### src/evs_pkg.sv
// Shared types and constants for the energy VAD chunk segmenter.
// Used by every module under src; depends on nothing else.
package evs_pkg;

  localparam int unsigned MAX_FRAME = 4096;
  localparam int unsigned MAX_CHUNK = 1048576;

  localparam int unsigned FLEN_W   = 13;
  localparam int unsigned THR_W    = 43;
  localparam int unsigned QUIET_W  = 10;
  localparam int unsigned CHUNK_W  = 21;
  localparam int unsigned SAMPLE_W = 16;
  localparam int unsigned SQ_W     = 31;
  localparam int unsigned ENERGY_W = 43;

  localparam int unsigned QDEPTH = 4;
  localparam int unsigned QPTR_W = $clog2(QDEPTH);

  localparam int unsigned APB_AW = 5;
  localparam int unsigned APB_DW = 64;

  typedef enum logic {
    REQ_SAMPLE = 1'b0,
    REQ_FLUSH  = 1'b1
  } req_e;

  typedef enum logic [1:0] {
    CAUSE_SILENCE = 2'd0,
    CAUSE_CAP     = 2'd1,
    CAUSE_FLUSH   = 2'd2
  } cause_e;

  typedef enum logic [1:0] {
    REG_FRAME_LENGTH = 2'd0,
    REG_ENERGY_THR   = 2'd1,
    REG_QUIET_FRAMES = 2'd2,
    REG_MAX_CHUNK    = 2'd3
  } reg_e;

  typedef struct packed {
    logic                       req_type;
    logic signed [SAMPLE_W-1:0] sample;
  } req_t;

  typedef struct packed {
    logic [CHUNK_W-1:0] chunk_length;
    logic               has_speech;
    logic [1:0]         end_cause;
  } res_t;

  // One classified beat between front and back.
  typedef struct packed {
    logic            flush;
    logic [SQ_W-1:0] sq;
  } op_t;

  typedef struct packed {
    logic [FLEN_W-1:0]  frame_length;
    logic [THR_W-1:0]   energy_threshold;
    logic [QUIET_W-1:0] quiet_frames_to_cut;
    logic [CHUNK_W-1:0] max_chunk_length;
  } cfg_t;

endpackage

### src/evs_front.sv
// Front stage: accept a request beat, classify it and square the sample.
// Depends on evs_pkg.
module evs_front (
  input  logic          clk_i,
  input  logic          rst_ni,
  input  logic          in_valid_i,
  output logic          in_ready_o,
  input  evs_pkg::req_t in_req_i,
  output logic          op_valid_o,
  input  logic          op_ready_i,
  output evs_pkg::op_t  op_o
);

  logic         valid_q, valid_d;
  evs_pkg::op_t op_q, op_d;
  logic signed [2*evs_pkg::SAMPLE_W-1:0] prod;

  assign in_ready_o = !valid_q || op_ready_i;
  assign prod = (2*evs_pkg::SAMPLE_W)'(in_req_i.sample) *
                (2*evs_pkg::SAMPLE_W)'(in_req_i.sample);

  always_comb begin
    valid_d = valid_q;
    op_d    = op_q;
    if (in_ready_o) begin
      valid_d = in_valid_i;
      op_d.flush = (in_req_i.req_type == evs_pkg::REQ_FLUSH);
      // Drop the sample of a flush so the back end sees a clean zero.
      op_d.sq = op_d.flush ? '0 : prod[evs_pkg::SQ_W-1:0];
    end
  end

  always_ff @(posedge clk_i or negedge rst_ni) begin
    if (!rst_ni) begin
      valid_q <= 1'b0;
    end else begin
      valid_q <= valid_d;
    end
  end

  always_ff @(posedge clk_i) begin
    op_q <= op_d;
  end

  assign op_valid_o = valid_q;
  assign op_o       = op_q;

endmodule

### src/evs_queue.sv
// Short queue of classified beats between front and back.
// Depends on evs_pkg.
module evs_queue (
  input  logic         clk_i,
  input  logic         rst_ni,
  input  logic         push_valid_i,
  output logic         push_ready_o,
  input  evs_pkg::op_t push_op_i,
  output logic         pop_valid_o,
  input  logic         pop_ready_i,
  output evs_pkg::op_t pop_op_o
);

  evs_pkg::op_t                  mem_q [evs_pkg::QDEPTH];
  logic [evs_pkg::QPTR_W-1:0]    wr_ptr_q, wr_ptr_d;
  logic [evs_pkg::QPTR_W-1:0]    rd_ptr_q, rd_ptr_d;
  logic [evs_pkg::QPTR_W:0]      count_q, count_d;
  logic                          push, pop;

  assign push_ready_o = (count_q != (evs_pkg::QPTR_W+1)'(evs_pkg::QDEPTH));
  assign pop_valid_o  = (count_q != '0);
  assign push = push_valid_i && push_ready_o;
  assign pop  = pop_valid_o && pop_ready_i;
  assign pop_op_o = mem_q[rd_ptr_q];

  always_comb begin
    wr_ptr_d = push ? wr_ptr_q + 1'b1 : wr_ptr_q;
    rd_ptr_d = pop ? rd_ptr_q + 1'b1 : rd_ptr_q;
    count_d  = count_q;
    if (push && !pop) begin
      count_d = count_q + 1'b1;
    end else if (pop && !push) begin
      count_d = count_q - 1'b1;
    end
  end

  always_ff @(posedge clk_i or negedge rst_ni) begin
    if (!rst_ni) begin
      wr_ptr_q <= '0;
      rd_ptr_q <= '0;
      count_q  <= '0;
    end else begin
      wr_ptr_q <= wr_ptr_d;
      rd_ptr_q <= rd_ptr_d;
      count_q  <= count_d;
    end
  end

  always_ff @(posedge clk_i) begin
    if (push) begin
      mem_q[wr_ptr_q] <= push_op_i;
    end
  end

endmodule

### src/evs_back.sv
// Back end: frame energy, speech tracking, chunk cuts and the result register.
// Depends on evs_pkg.
module evs_back (
  input  logic          clk_i,
  input  logic          rst_ni,
  input  evs_pkg::cfg_t cfg_i,
  input  logic          op_valid_i,
  output logic          op_ready_o,
  input  evs_pkg::op_t  op_i,
  output logic          out_valid_o,
  input  logic          out_ready_i,
  output evs_pkg::res_t out_res_o
);

  logic [evs_pkg::ENERGY_W-1:0] energy_q, energy_d;
  logic [evs_pkg::FLEN_W-1:0]   fill_q, fill_d;
  logic [evs_pkg::CHUNK_W-1:0]  count_q, count_d;
  logic [evs_pkg::QUIET_W-1:0]  quiet_q, quiet_d;
  logic                         speaking_q, speaking_d;
  logic                         seen_q, seen_d;
  logic                         out_valid_q, out_valid_d;
  evs_pkg::res_t                res_q, res_d;

  logic                         pop;
  logic [evs_pkg::FLEN_W-1:0]   flen;
  logic [evs_pkg::CHUNK_W-1:0]  cap;
  logic [evs_pkg::CHUNK_W-1:0]  count_inc;
  logic [evs_pkg::FLEN_W-1:0]   fill_inc;
  logic [evs_pkg::ENERGY_W-1:0] energy_sum;
  logic                         frame_done, is_speech, by_silence, by_cap;
  logic                         speaking_f, seen_f;
  logic [evs_pkg::QUIET_W-1:0]  quiet_f;
  logic                         cut;
  logic [1:0]                   cause;

  assign op_ready_o = !out_valid_q || out_ready_i;
  assign pop = op_valid_i && op_ready_o;

  always_comb begin
    if (cfg_i.frame_length == '0) begin
      flen = evs_pkg::FLEN_W'(1);
    end else if (cfg_i.frame_length > evs_pkg::FLEN_W'(evs_pkg::MAX_FRAME)) begin
      flen = evs_pkg::FLEN_W'(evs_pkg::MAX_FRAME);
    end else begin
      flen = cfg_i.frame_length;
    end
    if (cfg_i.max_chunk_length > evs_pkg::CHUNK_W'(evs_pkg::MAX_CHUNK)) begin
      cap = evs_pkg::CHUNK_W'(evs_pkg::MAX_CHUNK);
    end else begin
      cap = cfg_i.max_chunk_length;
    end
  end

  always_comb begin
    count_inc  = count_q + 1'b1;
    fill_inc   = fill_q + 1'b1;
    energy_sum = energy_q + evs_pkg::ENERGY_W'(op_i.sq);
    frame_done = (fill_inc >= flen);
    is_speech  = (energy_sum >= cfg_i.energy_threshold);

    speaking_f = speaking_q;
    seen_f     = seen_q;
    quiet_f    = quiet_q;
    if (is_speech) begin
      speaking_f = 1'b1;
      seen_f     = 1'b1;
      quiet_f    = '0;
    end else if (speaking_q && quiet_q != '1) begin
      quiet_f = quiet_q + 1'b1;
    end
    by_silence = speaking_f && (quiet_f >= cfg_i.quiet_frames_to_cut);
    by_cap     = (count_inc >= cap);

    energy_d    = energy_q;
    fill_d      = fill_q;
    count_d     = count_q;
    quiet_d     = quiet_q;
    speaking_d  = speaking_q;
    seen_d      = seen_q;
    res_d       = res_q;
    out_valid_d = out_valid_q && !out_ready_i;
    cut         = 1'b0;
    cause       = evs_pkg::CAUSE_FLUSH;

    if (pop) begin
      if (op_i.flush) begin
        cut   = (count_q != '0);
        cause = evs_pkg::CAUSE_FLUSH;
        // An empty flush only clears state.
        if (!cut) begin
          energy_d   = '0;
          fill_d     = '0;
          count_d    = '0;
          quiet_d    = '0;
          speaking_d = 1'b0;
          seen_d     = 1'b0;
        end
      end else begin
        count_d = count_inc;
        if (frame_done) begin
          energy_d   = '0;
          fill_d     = '0;
          quiet_d    = quiet_f;
          speaking_d = speaking_f;
          seen_d     = seen_f;
          if (by_silence) begin
            cut   = 1'b1;
            cause = evs_pkg::CAUSE_SILENCE;
          end else if (by_cap) begin
            cut   = 1'b1;
            cause = evs_pkg::CAUSE_CAP;
          end
        end else begin
          energy_d = energy_sum;
          fill_d   = fill_inc;
          if (by_cap) begin
            cut   = 1'b1;
            cause = evs_pkg::CAUSE_CAP;
          end
        end
      end

      out_valid_d = cut;
      if (cut) begin
        res_d.chunk_length = count_d;
        res_d.has_speech   = seen_d;
        res_d.end_cause    = cause;
        energy_d   = '0;
        fill_d     = '0;
        count_d    = '0;
        quiet_d    = '0;
        speaking_d = 1'b0;
        seen_d     = 1'b0;
      end
    end
  end

  always_ff @(posedge clk_i or negedge rst_ni) begin
    if (!rst_ni) begin
      energy_q    <= '0;
      fill_q      <= '0;
      count_q     <= '0;
      quiet_q     <= '0;
      speaking_q  <= 1'b0;
      seen_q      <= 1'b0;
      out_valid_q <= 1'b0;
    end else begin
      energy_q    <= energy_d;
      fill_q      <= fill_d;
      count_q     <= count_d;
      quiet_q     <= quiet_d;
      speaking_q  <= speaking_d;
      seen_q      <= seen_d;
      out_valid_q <= out_valid_d;
    end
  end

  always_ff @(posedge clk_i) begin
    res_q <= res_d;
  end

  assign out_valid_o = out_valid_q;
  assign out_res_o   = res_q;

endmodule

### src/energy_vad_chunk_segmenter.sv
// Top level of the energy VAD chunk segmenter: register file, front, queue, back.
// Depends on evs_pkg, evs_front, evs_queue and evs_back.
//
//   channel   direction  handshake                beat
//   in        sink       in_valid_i/in_ready_o    evs_pkg::req_t {req_type, sample}
//   out       source     out_valid_o/out_ready_i  evs_pkg::res_t {length, speech, cause}
//   apb       slave      psel/penable/pready      64-bit registers at byte 8*index
//
// Throughput is one beat per cycle in steady state while out is not stalled; the back
// end's combinational energy add and threshold compare set that figure.
// An accepted beat is registered first in the square register, then in a queue entry,
// and the result of a beat that cuts a chunk is then loaded into the result register.
// Reset clears all control and chunk state at once; no clearing pass is needed.
// A stall on out backs up into the four-entry queue and then the square stage;
// in_ready_o drops only once both are full.
module energy_vad_chunk_segmenter (
  input  logic                               clk_i,
  input  logic                               rst_ni,
  input  logic                               in_valid_i,
  output logic                               in_ready_o,
  input  evs_pkg::req_t                      in_req_i,
  output logic                               out_valid_o,
  input  logic                               out_ready_i,
  output evs_pkg::res_t                      out_res_o,
  input  logic                               psel,
  input  logic                               penable,
  input  logic                               pwrite,
  input  logic [evs_pkg::APB_AW-1:0]         paddr,
  input  logic [evs_pkg::APB_DW-1:0]         pwdata,
  output logic [evs_pkg::APB_DW-1:0]         prdata,
  output logic                               pready
);

  evs_pkg::cfg_t cfg_q, cfg_d;
  evs_pkg::reg_e reg_sel;
  logic          wr_en;

  logic          f_valid, f_ready;
  evs_pkg::op_t  f_op;
  logic          b_valid, b_ready;
  evs_pkg::op_t  b_op;

  // Register file: one 64-bit slot per register, index in paddr[4:3].
  assign pready  = 1'b1;
  assign reg_sel = evs_pkg::reg_e'(paddr[4:3]);
  assign wr_en   = psel && penable && pwrite;

  always_comb begin
    cfg_d = cfg_q;
    if (wr_en) begin
      unique case (reg_sel)
        evs_pkg::REG_FRAME_LENGTH:
          cfg_d.frame_length = pwdata[evs_pkg::FLEN_W-1:0];
        evs_pkg::REG_ENERGY_THR:
          cfg_d.energy_threshold = pwdata[evs_pkg::THR_W-1:0];
        evs_pkg::REG_QUIET_FRAMES:
          cfg_d.quiet_frames_to_cut = pwdata[evs_pkg::QUIET_W-1:0];
        evs_pkg::REG_MAX_CHUNK:
          cfg_d.max_chunk_length = pwdata[evs_pkg::CHUNK_W-1:0];
        default: cfg_d = cfg_q;
      endcase
    end
  end

  always_comb begin
    unique case (reg_sel)
      evs_pkg::REG_FRAME_LENGTH:
        prdata = evs_pkg::APB_DW'(cfg_q.frame_length);
      evs_pkg::REG_ENERGY_THR:
        prdata = evs_pkg::APB_DW'(cfg_q.energy_threshold);
      evs_pkg::REG_QUIET_FRAMES:
        prdata = evs_pkg::APB_DW'(cfg_q.quiet_frames_to_cut);
      evs_pkg::REG_MAX_CHUNK:
        prdata = evs_pkg::APB_DW'(cfg_q.max_chunk_length);
      default: prdata = '0;
    endcase
  end

  always_ff @(posedge clk_i or negedge rst_ni) begin
    if (!rst_ni) begin
      cfg_q.frame_length        <= evs_pkg::FLEN_W'(480);
      cfg_q.energy_threshold    <= '0;
      cfg_q.quiet_frames_to_cut <= evs_pkg::QUIET_W'(25);
      cfg_q.max_chunk_length    <= evs_pkg::CHUNK_W'(480000);
    end else begin
      cfg_q <= cfg_d;
    end
  end

  // Front: accept and square each beat.
  evs_front u_front (
    .clk_i      (clk_i),
    .rst_ni     (rst_ni),
    .in_valid_i (in_valid_i),
    .in_ready_o (in_ready_o),
    .in_req_i   (in_req_i),
    .op_valid_o (f_valid),
    .op_ready_i (f_ready),
    .op_o       (f_op)
  );

  // Queue: decouple front from back so each can stall on its own.
  evs_queue u_queue (
    .clk_i        (clk_i),
    .rst_ni       (rst_ni),
    .push_valid_i (f_valid),
    .push_ready_o (f_ready),
    .push_op_i    (f_op),
    .pop_valid_o  (b_valid),
    .pop_ready_i  (b_ready),
    .pop_op_o     (b_op)
  );

  // Back: frame energy, speech tracking and chunk cuts.
  evs_back u_back (
    .clk_i       (clk_i),
    .rst_ni      (rst_ni),
    .cfg_i       (cfg_q),
    .op_valid_i  (b_valid),
    .op_ready_o  (b_ready),
    .op_i        (b_op),
    .out_valid_o (out_valid_o),
    .out_ready_i (out_ready_i),
    .out_res_o   (out_res_o)
  );

  // A cut chunk always holds at least one sample.
  assert property (@(posedge clk_i) disable iff (!rst_ni)
    out_valid_o |-> out_res_o.chunk_length != '0)
    else $error("empty chunk reported");

  // Silence after speech implies the chunk held speech.
  assert property (@(posedge clk_i) disable iff (!rst_ni)
    (out_valid_o && out_res_o.end_cause == evs_pkg::CAUSE_SILENCE)
      |-> out_res_o.has_speech)
    else $error("silence cut without speech");

  // No chunk runs past MAX_CHUNK, the limit the cap is clamped to.
  assert property (@(posedge clk_i) disable iff (!rst_ni)
    out_valid_o |-> out_res_o.chunk_length <= evs_pkg::CHUNK_W'(evs_pkg::MAX_CHUNK))
    else $error("chunk exceeds cap");

  // Only defined cause codes leave the block.
  assert property (@(posedge clk_i) disable iff (!rst_ni)
    out_valid_o |-> (out_res_o.end_cause == evs_pkg::CAUSE_SILENCE ||
                     out_res_o.end_cause == evs_pkg::CAUSE_CAP ||
                     out_res_o.end_cause == evs_pkg::CAUSE_FLUSH))
    else $error("bad end cause");

endmodule
### config.mk
export PLATFORM = sky130hd
export DESIGN_NAME = energy_vad_chunk_segmenter
export DESIGN_NICKNAME = d
export VERILOG_FILES = /design/src/evs_pkg.sv /design/src/evs_front.sv /design/src/evs_queue.sv /design/src/evs_back.sv /design/src/energy_vad_chunk_segmenter.sv
export SDC_FILE = /design/constraint.sdc
export NUM_CORES = 1
export LEC_CHECK = 0
export ABC_AREA = 1
export BUFFER_PORTS_ARGS = -buffer_cell sky130_fd_sc_hd__buf_2
export CAP_MARGIN = 20
export CORE_AREA = 2 2 214 216
export CTS_BUF_LIST = sky130_fd_sc_hd__clkbuf_8 sky130_fd_sc_hd__clkbuf_16
export DETAILED_ROUTE_END_ITERATION = 6
export DIE_AREA = 0 0 216 218
export GPL_TIMING_DRIVEN = 0
export MAX_ROUTING_LAYER = met4
export PLACE_DENSITY = 0.92
export SETUP_SLACK_MARGIN = 0.05
export SLEW_MARGIN = 20
export SYNTH_ARGS = -nofsm -noshare
export SYNTH_HDL_FRONTEND = slang
export SYNTH_SLANG_ARGS = --single-unit
### constraint.sdc
create_clock -name clk_i -period 16.7 [get_ports clk_i]
set_input_delay 4.175 -clock clk_i [delete_from_list [all_inputs] [get_ports clk_i]]
set_output_delay 4.175 -clock clk_i [all_outputs]
set_load 0.01 [all_outputs]
==> metrics.cfg <==
[setup_path]
cpMaxStageDelayCell=fa_1
critPathMaxStageDelay_ns=0.59
worstSetupStartpointType=input port
path_class=input port to flip-flop
cp.arrival_ns=10.73
cp_max_fo=10
critPathCaptureType=flip-flop
path_common_cell=fa_1
cp_top_family=adder cells
required_ns=16.99
crit_buf_inv=8

[route]
viasPerCell=5.78
via_count=24600
route.detailed.drc=1
wl_per_cell_um=18.4
first_pass_iters=7
wirelength_um=78500
drtIter0Drc=2861
antenna_left=0

[global_route]
grt_overflow_total=0
grt_pass1_wl_um=126000
grt_pass1_vias=24600
grt_use_total_pct=35.0
grt_max_degree=95
antenna_found_initial=1

[sta]
clock.fmax_mhz=95.8
period_share_pct=62.5
period_needed_ns=10.44
fin_tns_setup_ns=0
finalSetupViolations=0
drv_slew=0
fin_worst_skew_ns=0.0290
tightest_slew_ns=1.08
hold_viol_final=0
rsz0062_at_grt=no
max-slew-margin-rel_pct=27.7

[clock_tree]
htree_levels=2
cts_buffers=36
clock-sinks=364
cts_resized=0
postCtsSetupRepairBufs=0
clk_pin_slew_worst_paths_ns=0.07
clk_path_buf_depth=3
worst_skew_pair.late_latency_ns=0.55
clockRootBuffer=clkbuf_16
hold_buffers=0
cts_tree=built

[floorplanning]
die_h_um=218
pin_count=184
initial_core_util_pct=64.9
row_count=78
fp.dieW_um=216
die-area_mm2=0.0471
core-area_mm2=0.0449

[synthesis]
synth.largest_area_cell=edfxtp_1
ys_seq_area_share_pct=34.4
syn_area_per_cell_um2=8.47
synth.distinct_cells=58
ys_warn_count=0
synth_area_mm2=0.0291
ys_top_cells_by_area=edfxtp_1 18%, fa_1 16%, dfrtp_1 15%, nand2_1 10%, ha_1 9.0%
ys_seq_elements=364
synth_top_area_share_pct=18.5
syn-instance-count=3440

[flow_run]
max-cap-violations=0

[layout]
regArea_mm2=0.0100
area_growth_syn_to_layout_pct=9.73
multi_input_area_mm2=0.0162
nets=4171
fillers=3196
drive_above_1_share_pct=7.95

[placement]
gp_congestion=1.03
dp_hpwl_um=60300
port_buffers=129

[status]
violations=design-rule violations
outcome=complete, but fails checks

[min_path]
min_path_type=flip-flop to flip-flop

registers in the layout, summed over array words and instances, names as in the netlist:
register,cells
u_queue.mem_q,124
cfg_q,87
u_back.energy_q,43
u_front.op_o,31
u_back.out_res_o,24
u_back.count_q,21
u_back.fill_q,13
u_back.quiet_q,10
u_queue.count_q,3
u_queue.rd_ptr_q,2
u_queue.wr_ptr_q,2
u_back.out_valid_o,1
u_back.seen_q,1
u_back.speaking_q,1
u_front.op_valid_o,1
final timing paths:
path                                     start                   to  slack, ns  cells past startpoint
setup / recovery                   in_req_i[8]     u_front.op_o[23]       6.26                     25
hold / removal                 u_front.op_o[3]  u_queue.mem_q[2][3]       0.48                      0
setup reg to reg           u_queue.rd_ptr_q[0]  u_back.out_res_o[8]       8.79                     36
hold reg to reg                u_front.op_o[3]  u_queue.mem_q[2][3]       0.48                      0
max in group asynchronous               rst_ni  u_queue.rd_ptr_q[0]      12.02                      2
min in group asynchronous               rst_ni    u_back.count_q[0]       3.61                      1
routing by layer:
layer	GRT usage (%)	vias to the layer above	share of wire (%)
met5	-	-	0
met2	57.2	1466	48
met3	4.46	328	8.9
met1	42.4	11600	37
li1	-	11200	-
met4	19.9	0	6.3
final cells by class:
class                           instances  share of cell area [%]
Tap cell                              600                    2.35
Timing Repair Buffer                  136                    2.46
Multi-Input combinational cell       2311                    50.6
Buffer                                123                    1.77
Clock buffer                           39                    2.98
Antenna cell                            1                 0.00783
Inverter                              662                    7.77
Sequential cell                       364                    31.4
Clock inverter                         26                   0.724
cells in the final DEF, fill, tap and decap left out, types with 10 or more instances in the layout:
cell type	synthesis	final
nor3_1	22	22
dfrtp_1	171	171
nand3_1	61	61
o2111ai_1	10	10
dfstp_2	14	14
buf_4	22	22
xnor2_1	15	15
clkbuf_1	81	81
inv_2	12	12
ha_1	209	209
o21ai_0	250	250
a21o_1	11	11
nor4_1	17	17
xor2_1	67	67
inv_1	648	657
a22o_1	14	14
fa_1	235	235
a21oi_1	140	140
nor2_1	275	271
o22ai_1	46	46
o21bai_1	11	11
edfxtp_1	179	179
clkbuf_16	0	37
conb_1	2	22
buf_2	18	146
nand2_1	792	792
o21a_1	13	13
nand4_1	28	28
cells in the mapped netlist (all sizes together):
cell type / instances
nand2: 796
inv: 660
nor2: 279
o21ai: 260
fa: 235
ha: 209
edfxtp: 179
dfrtp: 171
a21oi: 143
clkbuf: 81
xor2: 67
nand3: 65
o22ai: 46
buf: 42
nand4: 30
nor3: 25
nor4: 17
xnor2: 15
a22o: 14
dfstp: 14
o21a: 13
o21bai: 12
a21o: 11
a31oi: 10
o2111ai: 10
a21boi: 7
and3: 5
or2: 5
o211ai: 4
a211oi: 2
and2: 2
clkinv: 2
conb: 2
o31ai: 2
a221oi: 1
mux2: 1
nand2b: 1
nand3b: 1
o221ai: 1
cell families after synthesis:
group                    share of synthesized area [%]
AO/OA/AOI/OAI                                     10.4
XOR/XNOR                                          2.47
adder cells (fa/ha/maj)                           25.1
buffers and inverters                             10.5
flip-flops                                        34.4
multiplexers                                    0.0387
other                                           0.0258
AND/OR/NAND/NOR                                   17.1
per-stage QoR:
stage	util (%)	cell area, um^2	hold WS, ns	instances	setup WS [ns]
3_5_place_dp	68.6	30800	0.473	4196	5.84
2_1_floorplan	-	29200	0.449	3460	6.79
5_1_grt	71.2	32000	0.490	4262	5.96
6_report	71.2	32000	0.481	4262	6.26
4_1_cts	71.2	32000	0.476	4261	6.41
3_3_place_gp	68.2	30600	0.464	4189	5.88
Power is not shown: default switching activity piles up to over one toggle a cycle in this logic, so the estimate is an artifact.
